## config.mk

```make
export PLATFORM = sky130hd
export DESIGN_NAME = vector_to_heading_degrees
export DESIGN_NICKNAME = d
export VERILOG_FILES = /design/src/vthd_pkg.sv /design/src/vector_to_heading_degrees.sv
export SDC_FILE = /design/constraint.sdc
export NUM_CORES = 2
export LEC_CHECK = 0
export BUFFER_PORTS_ARGS = -buffer_cell sky130_fd_sc_hd__buf_2
export CAP_MARGIN = 0
export CELL_PAD_IN_SITES_DETAIL_PLACEMENT = 0
export CELL_PAD_IN_SITES_GLOBAL_PLACEMENT = 1
export CORE_UTILIZATION = 47
export CTS_CLUSTER_DIAMETER = 200
export DETAILED_ROUTE_END_ITERATION = 16
export GPL_TIMING_DRIVEN = 0
export PLACE_DENSITY_LB_ADDON = 0.1
export SYNTH_ARGS = -nofsm -noshare
export SYNTH_HDL_FRONTEND = slang
export SYNTH_SLANG_ARGS = --single-unit
```

## constraint.sdc

```tcl
create_clock -name clk -period 5.4 [get_ports clk]
set_input_delay 0.81 -clock clk [delete_from_list [all_inputs] [get_ports clk]]
set_output_delay 0.81 -clock clk [all_outputs]
set_load 0.02 [all_outputs]
```

## src/vthd_pkg.sv

```systemverilog
// Shared constants and elaboration-time helpers for the heading CORDIC.
// The arctangent table is computed here from a series expansion at elaboration.
// No dependencies.
package vthd_pkg;

  localparam int unsigned IN_W       = 16;
  localparam int unsigned HEAD_W     = 9;
  localparam int unsigned GUARD_BITS = 16;
  // sign, input magnitude after negation, CORDIC growth and guard bits
  localparam int unsigned DATA_W     = IN_W + GUARD_BITS + 3;

  localparam logic [HEAD_W-1:0] HEADING_FULL = 9'd360;
  localparam logic [HEAD_W-1:0] HEADING_HALF = 9'd180;

  // pi with 60 fraction bits, and two pi
  localparam logic [63:0] PI_Q60    = 64'h3243F6A8885A308D;
  localparam logic [63:0] TWO_PI_Q60 = 64'h6487ED5110B4611A;

  // Restoring long division, constant use only.
  function automatic logic [63:0] div_u64(input logic [63:0] n, input logic [63:0] d);
    logic [63:0] q;
    logic [63:0] rem;
    q   = '0;
    rem = '0;
    for (int b = 63; b >= 0; b--) begin
      rem = {rem[62:0], n[b]};
      if (rem >= d) begin
        rem  = rem - d;
        q[b] = 1'b1;
      end
    end
    return q;
  endfunction

  // atan(2^-i) in radians, 60 fraction bits, i >= 1
  function automatic logic [63:0] atan_rad_q60(input int unsigned i);
    logic [63:0]  acc;
    logic [63:0]  term;
    int unsigned  sh;
    acc = '0;
    for (int unsigned k = 0; k < 32; k++) begin
      sh = i * (2 * k + 1);
      if (sh < 60) begin
        term = div_u64(64'd1 << (60 - sh), 64'(2 * k + 1));
        if (k[0]) acc = acc - term;
        else      acc = acc + term;
      end
    end
    return acc;
  endfunction

  // radians (Q60) to turns with abits fraction bits, rounded half up
  function automatic logic [63:0] rad_to_turns(input logic [63:0] rad,
                                               input int unsigned abits);
    logic [63:0] r;
    logic [63:0] q;
    r = rad;
    q = '0;
    for (int unsigned b = 0; b < abits + 1; b++) begin
      r = r << 1;
      q = q << 1;
      if (r >= TWO_PI_Q60) begin
        r    = r - TWO_PI_Q60;
        q[0] = 1'b1;
      end
    end
    return (q + 64'd1) >> 1;
  endfunction

  // table entry i: atan(2^-i) in turns; entry 0 is exactly 1/8 turn
  function automatic logic [63:0] atan_turns(input int unsigned i, input int unsigned abits);
    if (i == 0) return 64'd1 << (abits - 3);
    return rad_to_turns(atan_rad_q60(i), abits);
  endfunction

endpackage

```

## src/vector_to_heading_degrees.sv

```systemverilog
// Compass heading from a signed X/Y field reading: atan2(y, x) in degrees plus 180,
// truncated, 0..360. Fully pipelined CORDIC vectoring unit, one stage per
// micro-rotation. Takes one transfer per cycle while in_stall is low. Registered steps:
// input conditioning, ITERATIONS rotation stages, half-turn offset and clamp, scale
// by 360. Empty stages close up while the output is stalled, so input
// keeps flowing until every stage holds an item. Y of zero gives 180, or 360 when
// X is negative. Depends on vthd_pkg.
module vector_to_heading_degrees
  import vthd_pkg::*;
#(
  parameter int unsigned ITERATIONS = 16,
  parameter int unsigned ANGLE_BITS = 24
) (
  input  logic                     clk,
  input  logic                     rst_n,
  input  logic                     in_valid,
  output logic                     in_stall,
  input  logic signed [IN_W-1:0]   in_x_value,
  input  logic signed [IN_W-1:0]   in_y_value,
  output logic                     out_valid,
  input  logic                     out_stall,
  output logic        [HEAD_W-1:0] out_heading
);

  localparam int unsigned DW = DATA_W;
  localparam int unsigned ZW = ANGLE_BITS + 2;
  localparam int unsigned UW = ANGLE_BITS + 1;
  localparam int unsigned PW = ANGLE_BITS + 10;

  localparam logic signed [ZW-1:0] HALF_TURN = {2'b00, 1'b1, {(ANGLE_BITS-1){1'b0}}};
  localparam logic signed [ZW-1:0] ONE_TURN  = {2'b01, {ANGLE_BITS{1'b0}}};

  // stage 0 is the conditioned input, stage k+1 follows rotation k
  logic        [ITERATIONS:0] v_r;
  logic signed [DW-1:0]       x_r   [ITERATIONS+1];
  logic signed [DW-1:0]       y_r   [ITERATIONS+1];
  logic signed [ZW-1:0]       z_r   [ITERATIONS+1];
  logic        [ITERATIONS:0] byp_r;
  logic        [ITERATIONS:0] neg_r;

  logic signed [DW-1:0]       x_nxt [ITERATIONS+1];
  logic signed [DW-1:0]       y_nxt [ITERATIONS+1];
  logic signed [ZW-1:0]       z_nxt [ITERATIONS+1];
  logic        [ANGLE_BITS-1:0] atan_c [ITERATIONS];

  logic          v_c_r;
  logic [UW-1:0] u_c_r;
  logic [UW-1:0] u_nxt;
  logic signed [ZW-1:0] u_sum;
  logic          byp_c_r;
  logic          neg_c_r;

  logic              out_valid_r;
  logic [HEAD_W-1:0] out_heading_r;
  logic [HEAD_W-1:0] heading_nxt;
  logic [PW-1:0]     prod;

  logic [ITERATIONS:0] en;
  logic                en_c;
  logic                en_out;

  logic signed [DW-1:0] xs;
  logic signed [DW-1:0] ys;

  for (genvar k = 0; k < ITERATIONS; k++) begin : g_rom
    localparam logic [ANGLE_BITS-1:0] ATAN_K = ANGLE_BITS'(atan_turns(k, ANGLE_BITS));
    assign atan_c[k] = ATAN_K;
  end

  // A stage loads when some stage at or after it is empty, or the output drains.
  assign en_out = !out_valid_r || !out_stall;
  assign en_c   = en_out || !v_c_r;
  always_comb begin
    for (int unsigned k = 0; k <= ITERATIONS; k++) begin
      en[k] = en_c || ((~v_r >> k) != '0);
    end
  end
  assign in_stall = !en[0];

  // input conditioning: scale, fold the left half plane over
  always_comb begin
    xs = {{(DW-IN_W-GUARD_BITS){in_x_value[IN_W-1]}}, in_x_value, {GUARD_BITS{1'b0}}};
    ys = {{(DW-IN_W-GUARD_BITS){in_y_value[IN_W-1]}}, in_y_value, {GUARD_BITS{1'b0}}};
    if (in_x_value[IN_W-1]) begin
      x_nxt[0] = -xs;
      y_nxt[0] = -ys;
      z_nxt[0] = in_y_value[IN_W-1] ? -HALF_TURN : HALF_TURN;
    end else begin
      x_nxt[0] = xs;
      y_nxt[0] = ys;
      z_nxt[0] = '0;
    end
    // micro-rotations
    for (int unsigned k = 0; k < ITERATIONS; k++) begin
      if (!y_r[k][DW-1]) begin
        x_nxt[k+1] = x_r[k] + (y_r[k] >>> k);
        y_nxt[k+1] = y_r[k] - (x_r[k] >>> k);
        z_nxt[k+1] = z_r[k] + signed'({2'b00, atan_c[k]});
      end else begin
        x_nxt[k+1] = x_r[k] - (y_r[k] >>> k);
        y_nxt[k+1] = y_r[k] + (x_r[k] >>> k);
        z_nxt[k+1] = z_r[k] - signed'({2'b00, atan_c[k]});
      end
    end
  end

  always_ff @(posedge clk) begin
    if (!rst_n) begin
      v_r <= '0;
    end else begin
      if (en[0]) v_r[0] <= in_valid;
      for (int unsigned k = 1; k <= ITERATIONS; k++) begin
        if (en[k]) v_r[k] <= v_r[k-1];
      end
    end
  end

  always_ff @(posedge clk) begin
    if (en[0]) begin
      x_r[0]   <= x_nxt[0];
      y_r[0]   <= y_nxt[0];
      z_r[0]   <= z_nxt[0];
      byp_r[0] <= (in_y_value == '0);
      neg_r[0] <= in_x_value[IN_W-1];
    end
    for (int unsigned k = 1; k <= ITERATIONS; k++) begin
      if (en[k]) begin
        x_r[k]   <= x_nxt[k];
        y_r[k]   <= y_nxt[k];
        z_r[k]   <= z_nxt[k];
        byp_r[k] <= byp_r[k-1];
        neg_r[k] <= neg_r[k-1];
      end
    end
  end

  // offset by half a turn, clamp to 0..1 turn
  always_comb begin
    u_sum = z_r[ITERATIONS] + HALF_TURN;
    priority if (u_sum[ZW-1]) u_nxt = '0;
    else if (u_sum > ONE_TURN) u_nxt = UW'(ONE_TURN);
    else                       u_nxt = UW'(u_sum);
  end

  always_ff @(posedge clk) begin
    if (!rst_n) begin
      v_c_r <= 1'b0;
    end else if (en_c) begin
      v_c_r <= v_r[ITERATIONS];
    end
  end

  always_ff @(posedge clk) begin
    if (en_c) begin
      u_c_r   <= u_nxt;
      byp_c_r <= byp_r[ITERATIONS];
      neg_c_r <= neg_r[ITERATIONS];
    end
  end

  // scale by 360 and keep the whole degrees
  always_comb begin
    prod = PW'(u_c_r) * PW'(HEADING_FULL);
    if (byp_c_r) heading_nxt = neg_c_r ? HEADING_FULL : HEADING_HALF;
    else         heading_nxt = prod[ANGLE_BITS +: HEAD_W];
  end

  always_ff @(posedge clk) begin
    if (!rst_n) begin
      out_valid_r <= 1'b0;
    end else if (en_out) begin
      out_valid_r <= v_c_r;
    end
  end

  always_ff @(posedge clk) begin
    if (en_out) out_heading_r <= heading_nxt;
  end

  assign out_valid   = out_valid_r;
  assign out_heading = out_heading_r;

`ifndef SYNTH
  a_heading_range: assert property (@(posedge clk) disable iff (!rst_n)
    out_valid |-> out_heading <= HEADING_FULL)
    else $error("heading above 360");

  a_no_stall_through: assert property (@(posedge clk) disable iff (!rst_n)
    !out_stall |-> !in_stall)
    else $error("input stalled with output draining");

  a_stall_means_full: assert property (@(posedge clk) disable iff (!rst_n)
    in_stall |-> (v_r[0] && v_c_r && out_valid_r))
    else $error("input stalled with an empty stage");

  a_x_positive: assert property (@(posedge clk) disable iff (!rst_n)
    (v_r[ITERATIONS] && !byp_r[ITERATIONS]) |-> !x_r[ITERATIONS][DW-1])
    else $error("rotated x went negative");

  a_reset_empty: assert property (@(posedge clk)
    !rst_n |=> !out_valid)
    else $error("output valid after reset");
`endif

endmodule

```

[Word level (Yosys, flattened, before mapping)]
Memory sizes are Yosys's and may differ from the RTL's.
Index checks and enable logic that the tools add are counted.
Operators by class
  add/subtract/negate cells: 98
  multiply operators: 1
  order comparisons: 1
  mux-type cells: 89
  bitwise logic cells: 1
  reduce and logical (&&, ||, !) cells: 41
Operators by type and width (count)
  2-to-1 mux 35 bit: 34
  2-to-1 mux 26 bit: 18
  nonzero test 17 bit: 16
  adder 35 x 20 -> 35 bit: 2
  adder 35 x 21 -> 35 bit: 2
  adder 35 x 22 -> 35 bit: 2
  adder 35 x 23 -> 35 bit: 2
  adder 35 x 24 -> 35 bit: 2
  adder 35 x 25 -> 35 bit: 2
  adder 35 x 26 -> 35 bit: 2
  adder 35 x 27 -> 35 bit: 2
  adder 35 x 28 -> 35 bit: 2
  adder 35 x 29 -> 35 bit: 2
  adder 35 x 30 -> 35 bit: 2
  adder 35 x 31 -> 35 bit: 2
  adder 35 x 32 -> 35 bit: 2
  adder 35 x 33 -> 35 bit: 2
  adder 35 x 34 -> 35 bit: 2
  negator 32 -> 35 bit: 2
  subtractor 35 x 20 -> 35 bit: 2
  subtractor 35 x 21 -> 35 bit: 2
  subtractor 35 x 22 -> 35 bit: 2
  subtractor 35 x 23 -> 35 bit: 2
  subtractor 35 x 24 -> 35 bit: 2
  other kinds (55): 121
Storage, ports and cells
  flip-flop bits (word level): 89
  bits in writable memories: 1632
  input port bits: 36
  output and inout bits: 11
  word-level logic and storage cells: 292
  memories kept: 3
Memories
  x_r: words 17, bits a word 35, rd ports 16, clocked after Yosys merged registers in 0, wr ports 17, RTL line vector_to_heading_degrees.sv:35  | logic signed [DW-1:0] x_r [ITERATIONS+1];
  y_r: words 17, bits a word 35, rd ports 16, clocked after Yosys merged registers in 0, wr ports 17, RTL line vector_to_heading_degrees.sv:36  | logic signed [DW-1:0] y_r [ITERATIONS+1];
  z_r: words 17, bits a word 26, rd ports 17, clocked after Yosys merged registers in 0, wr ports 17, RTL line vector_to_heading_degrees.sv:37  | logic signed [ZW-1:0] z_r [ITERATIONS+1];

[Logic depth before layout (Yosys ltp)]
  word-level depth: 6
  depth in mapped cells: 22
  gate-level depth less buffers: 21

[Worst setup path after synthesis]
OpenSTA, ideal clock, no wires.
  path kind: input to output
  start point: input port out_stall
  end point: output port in_stall
  data arrival time: 5.240 ns
  data required time: 4.590 ns
  slack: -0.650 ns
  stages on the path: 9
  path buffers: 0
  path through: and3_1 -> and3_1 -> and2_1 -> inv_1 -> nor3_1 -> and3_1 -> and2_1 -> nand3_1 -> inv_1
On the way
  word-level cells in the longest chain between the ends: 5
RTL lines
  start: declaration: RTL line vector_to_heading_degrees.sv:21  | input logic out_stall,
  logical NOT 1 bit: RTL line vector_to_heading_degrees.sv:71  | assign en_out = !out_valid_r || !out_stall;
  logical OR 1 bit: RTL line vector_to_heading_degrees.sv:71
  logical OR 1 bit: RTL line vector_to_heading_degrees.sv:72  | assign en_c = en_out || !v_c_r;
  logical OR 1 bit: RTL line vector_to_heading_degrees.sv:75  | en[k] = en_c || ((~v_r >> k) != '0);
  logical NOT 1 bit: RTL line vector_to_heading_degrees.sv:78  | assign in_stall = !en[0];
  end: declaration: RTL line vector_to_heading_degrees.sv:17  | output logic in_stall,
Every way passes these cells.

==> PnR_summary.wiki <==
{| class="wikitable"
! Metric !! Value
|-
| Floorplan die area || 234000 um^2
|-
| Most used cell, CP || sky130_fd_sc_hd__a21o_1
|-
| Largest fanout on the critical path || 7
|-
| Hold-fix buffers at CTS || 0
|-
| Average cell area after synthesis || 9.65 um^2
|-
| Cell family with most CP delay || simple AND/OR/NAND/NOR gates
|-
| WL per Instance || 19.9 um
|-
| Ratio of cells with drive above 1 in the final layout || approximately 5.1%
|-
| Share of the core filled with cells in the final layout || 52.1%
|-
| Netlist area before placement || 109000 um^2
|-
| Standard-cell row count || 176
|-
| Overflow left after global routing || 0
|-
| Worst Setup Start Kind || flop
|-
| Initial antenna violation count || 4
|-
| Clock buffers created by TritonCTS || 164
|-
| Post-synth EDFFs || 1308
|-
| Initial Util || 47.4%
|-
| Setup Slack @ Placement || -2100 ps
|-
| Number of violations of the max-capacitance limit || 0
|-
| Commonest register cell after synthesis || sky130_fd_sc_hd__edfxtp_1
|-
| Buffers plus inverters on the worst setup path || 0
|-
| Antenna-violating nets left || 0
|-
| Setup-violating endpoint count in the final report || 0
|-
| Sequential element share of the synthesized area || 36.4%
|-
| Cell chosen for the clock root || sky130_fd_sc_hd__clkbuf_16
|-
| Critical path class || flop to flop
|-
| Data arrival at the endpoint of the critical path || 5720 ps
|-
| Minimum period implied by the final worst setup slack || 5190 ps
|-
| Post-Synthesis Cells || 11300
|-
| Routed via count divided by cell count || 5.70
|-
| Biggest area consumer among synthesized cells || sky130_fd_sc_hd__edfxtp_1
|-
| #FFs+latches synth || 1327
|-
| Period utilization || 96.1%
|-
| Clock Sinks || 1327
|-
| Die extent in y || ~480 um
|-
| Async S/R FF share, synth || 0%
|-
| DRC violation count after routing || 0
|-
| List of cells traversed by the critical path || or3_1, or3_1, nor3b_2, and3_1, nand2_1, nor2_1, nor2_1, xnor2_1, ha_1, a21o_1, a21o_1, a21o_1, a21o_1, a21o_1, a21o_1, a211oi_1, o21ai_0, a21o_1, a21oi_1, xnor2_1
|-
| Clock tree from TritonCTS || built
|-
| Insertion delay to the later sink of the worst-skew pair || 810 ps
|-
| Normalized max-slew margin || between 20% and 30%
|-
| Number of levels the H-tree was split into || 4
|-
| Worst Setup Slack, final || 208 ps
|-
| Horizontal die dimension || 484 um
|-
| Share of synthesized area spent on multiplexers || less than 1%
|-
| Simple-Gate Fraction of Synth Area || about 14%
|-
| Reg-to-reg setup timing slack || 210 ps
|-
| Max-slew violations || 0
|-
| Maximum number of buffers from clock root to sink || 3
|-
| GPL Wtd Cong || 0.920
|-
| Clk pin slew, worst setup/hold paths || approximately 60 ps
|-
| Final clock skew || 31.5 ps
|-
| Core region area || 230000 um^2
|-
| Worst endpoint required time || 5930 ps
|-
| Result of the run || complete, no violations
|-
| Commonest cells after routing, fill and taps aside || 1308 x sky130_fd_sc_hd__edfxtp_1, 1269 x sky130_fd_sc_hd__ha_1, 1133 x sky130_fd_sc_hd__nor2_1, 1092 x sky130_fd_sc_hd__a21oi_1, 1076 x sky130_fd_sc_hd__xnor2_1
|-
| Element type at the critical path end || flop
|-
| Pin count of the biggest net entering global routing || 80
|-
| Fraction of the mapped netlist area in compound gates || 17.9%
|-
| Layout net count || 12900
|-
| Arithmetic-cell share of the synthesized area counting full adders, half adders and majority gates || 15.8%
|-
| Main combinational cell family by area after synthesis || compound AO/OA/AOI/OAI gates
|-
| Vias in the first global route || roughly 81000
|-
| Input/output buffers || 45
|-
| First-pass detailed-route iteration total || 6
|-
| Worst hold-check path type || primary input to flop
|-
| Total GRT Usage || 24.5%
|-
| Distinct cell type count after synthesis || 90
|-
| 1st-iter DRT viols || 5455
|-
| Post-DP HPWL || roughly 240000 um
|-
| Largest stage delay on the critical path || 510 ps
|-
| Worst-Margin Slew || 1160 ps
|-
| Layout-stage area growth over the synthesis result || 10.0%
|-
| Area share of the largest cell type after synthesis || a little over a third
|-
| Achievable frequency || 193 MHz
|-
| Via count || 84000
|-
| Biggest area contributors in the synthesized netlist || sky130_fd_sc_hd__edfxtp_1 36%, sky130_fd_sc_hd__ha_1 15%, sky130_fd_sc_hd__xnor2_1 8.7%
|-
| Wire length of the first global-routing pass || 457000 um
|-
| I/O pin cnt || 47
|-
| Final Routed Wirelength || just under 300000 um
|-
| Syn. warnings || 0
|-
| Highest-delay cell along the critical path || sky130_fd_sc_hd__edfxtp_1
|-
| Parity-gate share of the synthesized area counting xor and xnor cells || around an eighth
|-
| Most common library cell in the layout ignoring fill and taps || sky130_fd_sc_hd__edfxtp_1
|-
| Endpoints failing hold || 0
|}
-- repair_timing --
action,4_1_cts,5_1_grt
endpoints found under the setup margin,179,95
pin swaps,2,9
setup buffers,15,18
gates cloned,3,0
resized for setup,59,100
-- Yosys cell counts (19+ instances only) --
cell type	number
sky130_fd_sc_hd__inv_1	576
sky130_fd_sc_hd__a21boi_0	33
sky130_fd_sc_hd__nor4b_1	19
sky130_fd_sc_hd__or3_1	88
sky130_fd_sc_hd__nand2b_1	141
sky130_fd_sc_hd__o41ai_1	60
sky130_fd_sc_hd__o21a_1	215
sky130_fd_sc_hd__a211o_1	22
sky130_fd_sc_hd__a31o_2	24
sky130_fd_sc_hd__o211ai_1	51
sky130_fd_sc_hd__a21oi_1	1096
sky130_fd_sc_hd__buf_1	34
sky130_fd_sc_hd__nor3b_1	30
sky130_fd_sc_hd__fa_1	70
sky130_fd_sc_hd__and2_1	100
sky130_fd_sc_hd__dfxtp_1	19
sky130_fd_sc_hd__and3_1	117
sky130_fd_sc_hd__a31oi_1	122
sky130_fd_sc_hd__clkbuf_1	118
sky130_fd_sc_hd__nand3_1	160
sky130_fd_sc_hd__nor2b_1	163
sky130_fd_sc_hd__nand4_1	66
sky130_fd_sc_hd__ha_1	1269
sky130_fd_sc_hd__mux2_2	34
sky130_fd_sc_hd__a211oi_1	75
sky130_fd_sc_hd__nor2_1	1138
sky130_fd_sc_hd__nand2_1	583
sky130_fd_sc_hd__mux2i_1	19
sky130_fd_sc_hd__xnor2_1	1080
sky130_fd_sc_hd__nor4_1	74
sky130_fd_sc_hd__edfxtp_1	1308
sky130_fd_sc_hd__o21bai_1	142
sky130_fd_sc_hd__o21ai_0	493
sky130_fd_sc_hd__or4_1	37
sky130_fd_sc_hd__or2_2	39
sky130_fd_sc_hd__o31ai_1	57
sky130_fd_sc_hd__xor2_1	560
sky130_fd_sc_hd__a21o_1	445
sky130_fd_sc_hd__nor3_1	323
-- layout make-up --
type / instances / area [um^2]
fill: 21100 / 110000
multi-input combinational: 9243 / 67300
sequential: 1327 / 39700
clock buffer: 193 / 4390
tap: 3026 / 3790
inverter: 580 / 2210
clock inverter: 110 / 1190
timing repair buffer: 92 / 816
buffer: 154 / 628
timing repair inverter: 2 / 10.0
antenna: 3 / 7.51
-- routing by layer --
layer / routed length (um) / track usage, % / share of wire (%) / vias to the layer above
met4: 9420 / 8.04 / 3.2 / 2
met1: 137000 / 33.0 / 47 / 40000
met5: 8 / 0 / 0.0027 / -
li1: - / - / - / 42000
met3: 10500 / 2.41 / 3.6 / 435
met2: 137000 / 41.1 / 47 / 1576
-- registers in the layout, indices dropped and copies added, names as in the netlist --
signal and cells:
u_c_r 25, v_c_r 1, v_r 17, neg_c_r 1, byp_r 17, out_heading 9
byp_c_r 1, y_r 446, z_r 362, x_r 431, neg_r 16, out_valid 1
-- metrics by stage --
stage	setup TNS [ps]	cell area [um^2]	instances	hold WS, ps
3_3_place_gp	-598960	113000	14400	402
6_report	0	120000	14700	227
3_5_place_dp	-60880	114000	14400	405
4_1_cts	0	119000	14700	156
5_1_grt	-12.2	120000	14700	193
2_1_floorplan	0	109000	11300	400
-- worst paths after layout --
path,depth (start not counted),end,from
max,20,x_r[0][451],y_r[0][400]
max reg2reg,20,x_r[0][451],y_r[0][400]
min,2,v_r[0],in_valid
min reg2reg,0,byp_r[11],byp_r[10]
-- kinds of logic (layout without fill, tap and decap cells) --
family,after synthesis,after routing
flip-flops,1327,1327
multiplexers,53,53
AO/OA/AOI/OAI,3074,3074
XOR/XNOR,1640,1640
other,1,6
AND/OR/NAND/NOR,3133,3134
adder cells (fa/ha/maj),1339,1339
buffers and inverters,736,1131
Power is left out: the tool's default activity adds up to more than one toggle a clock period on the data nets, which glitch-free logic cannot reach.
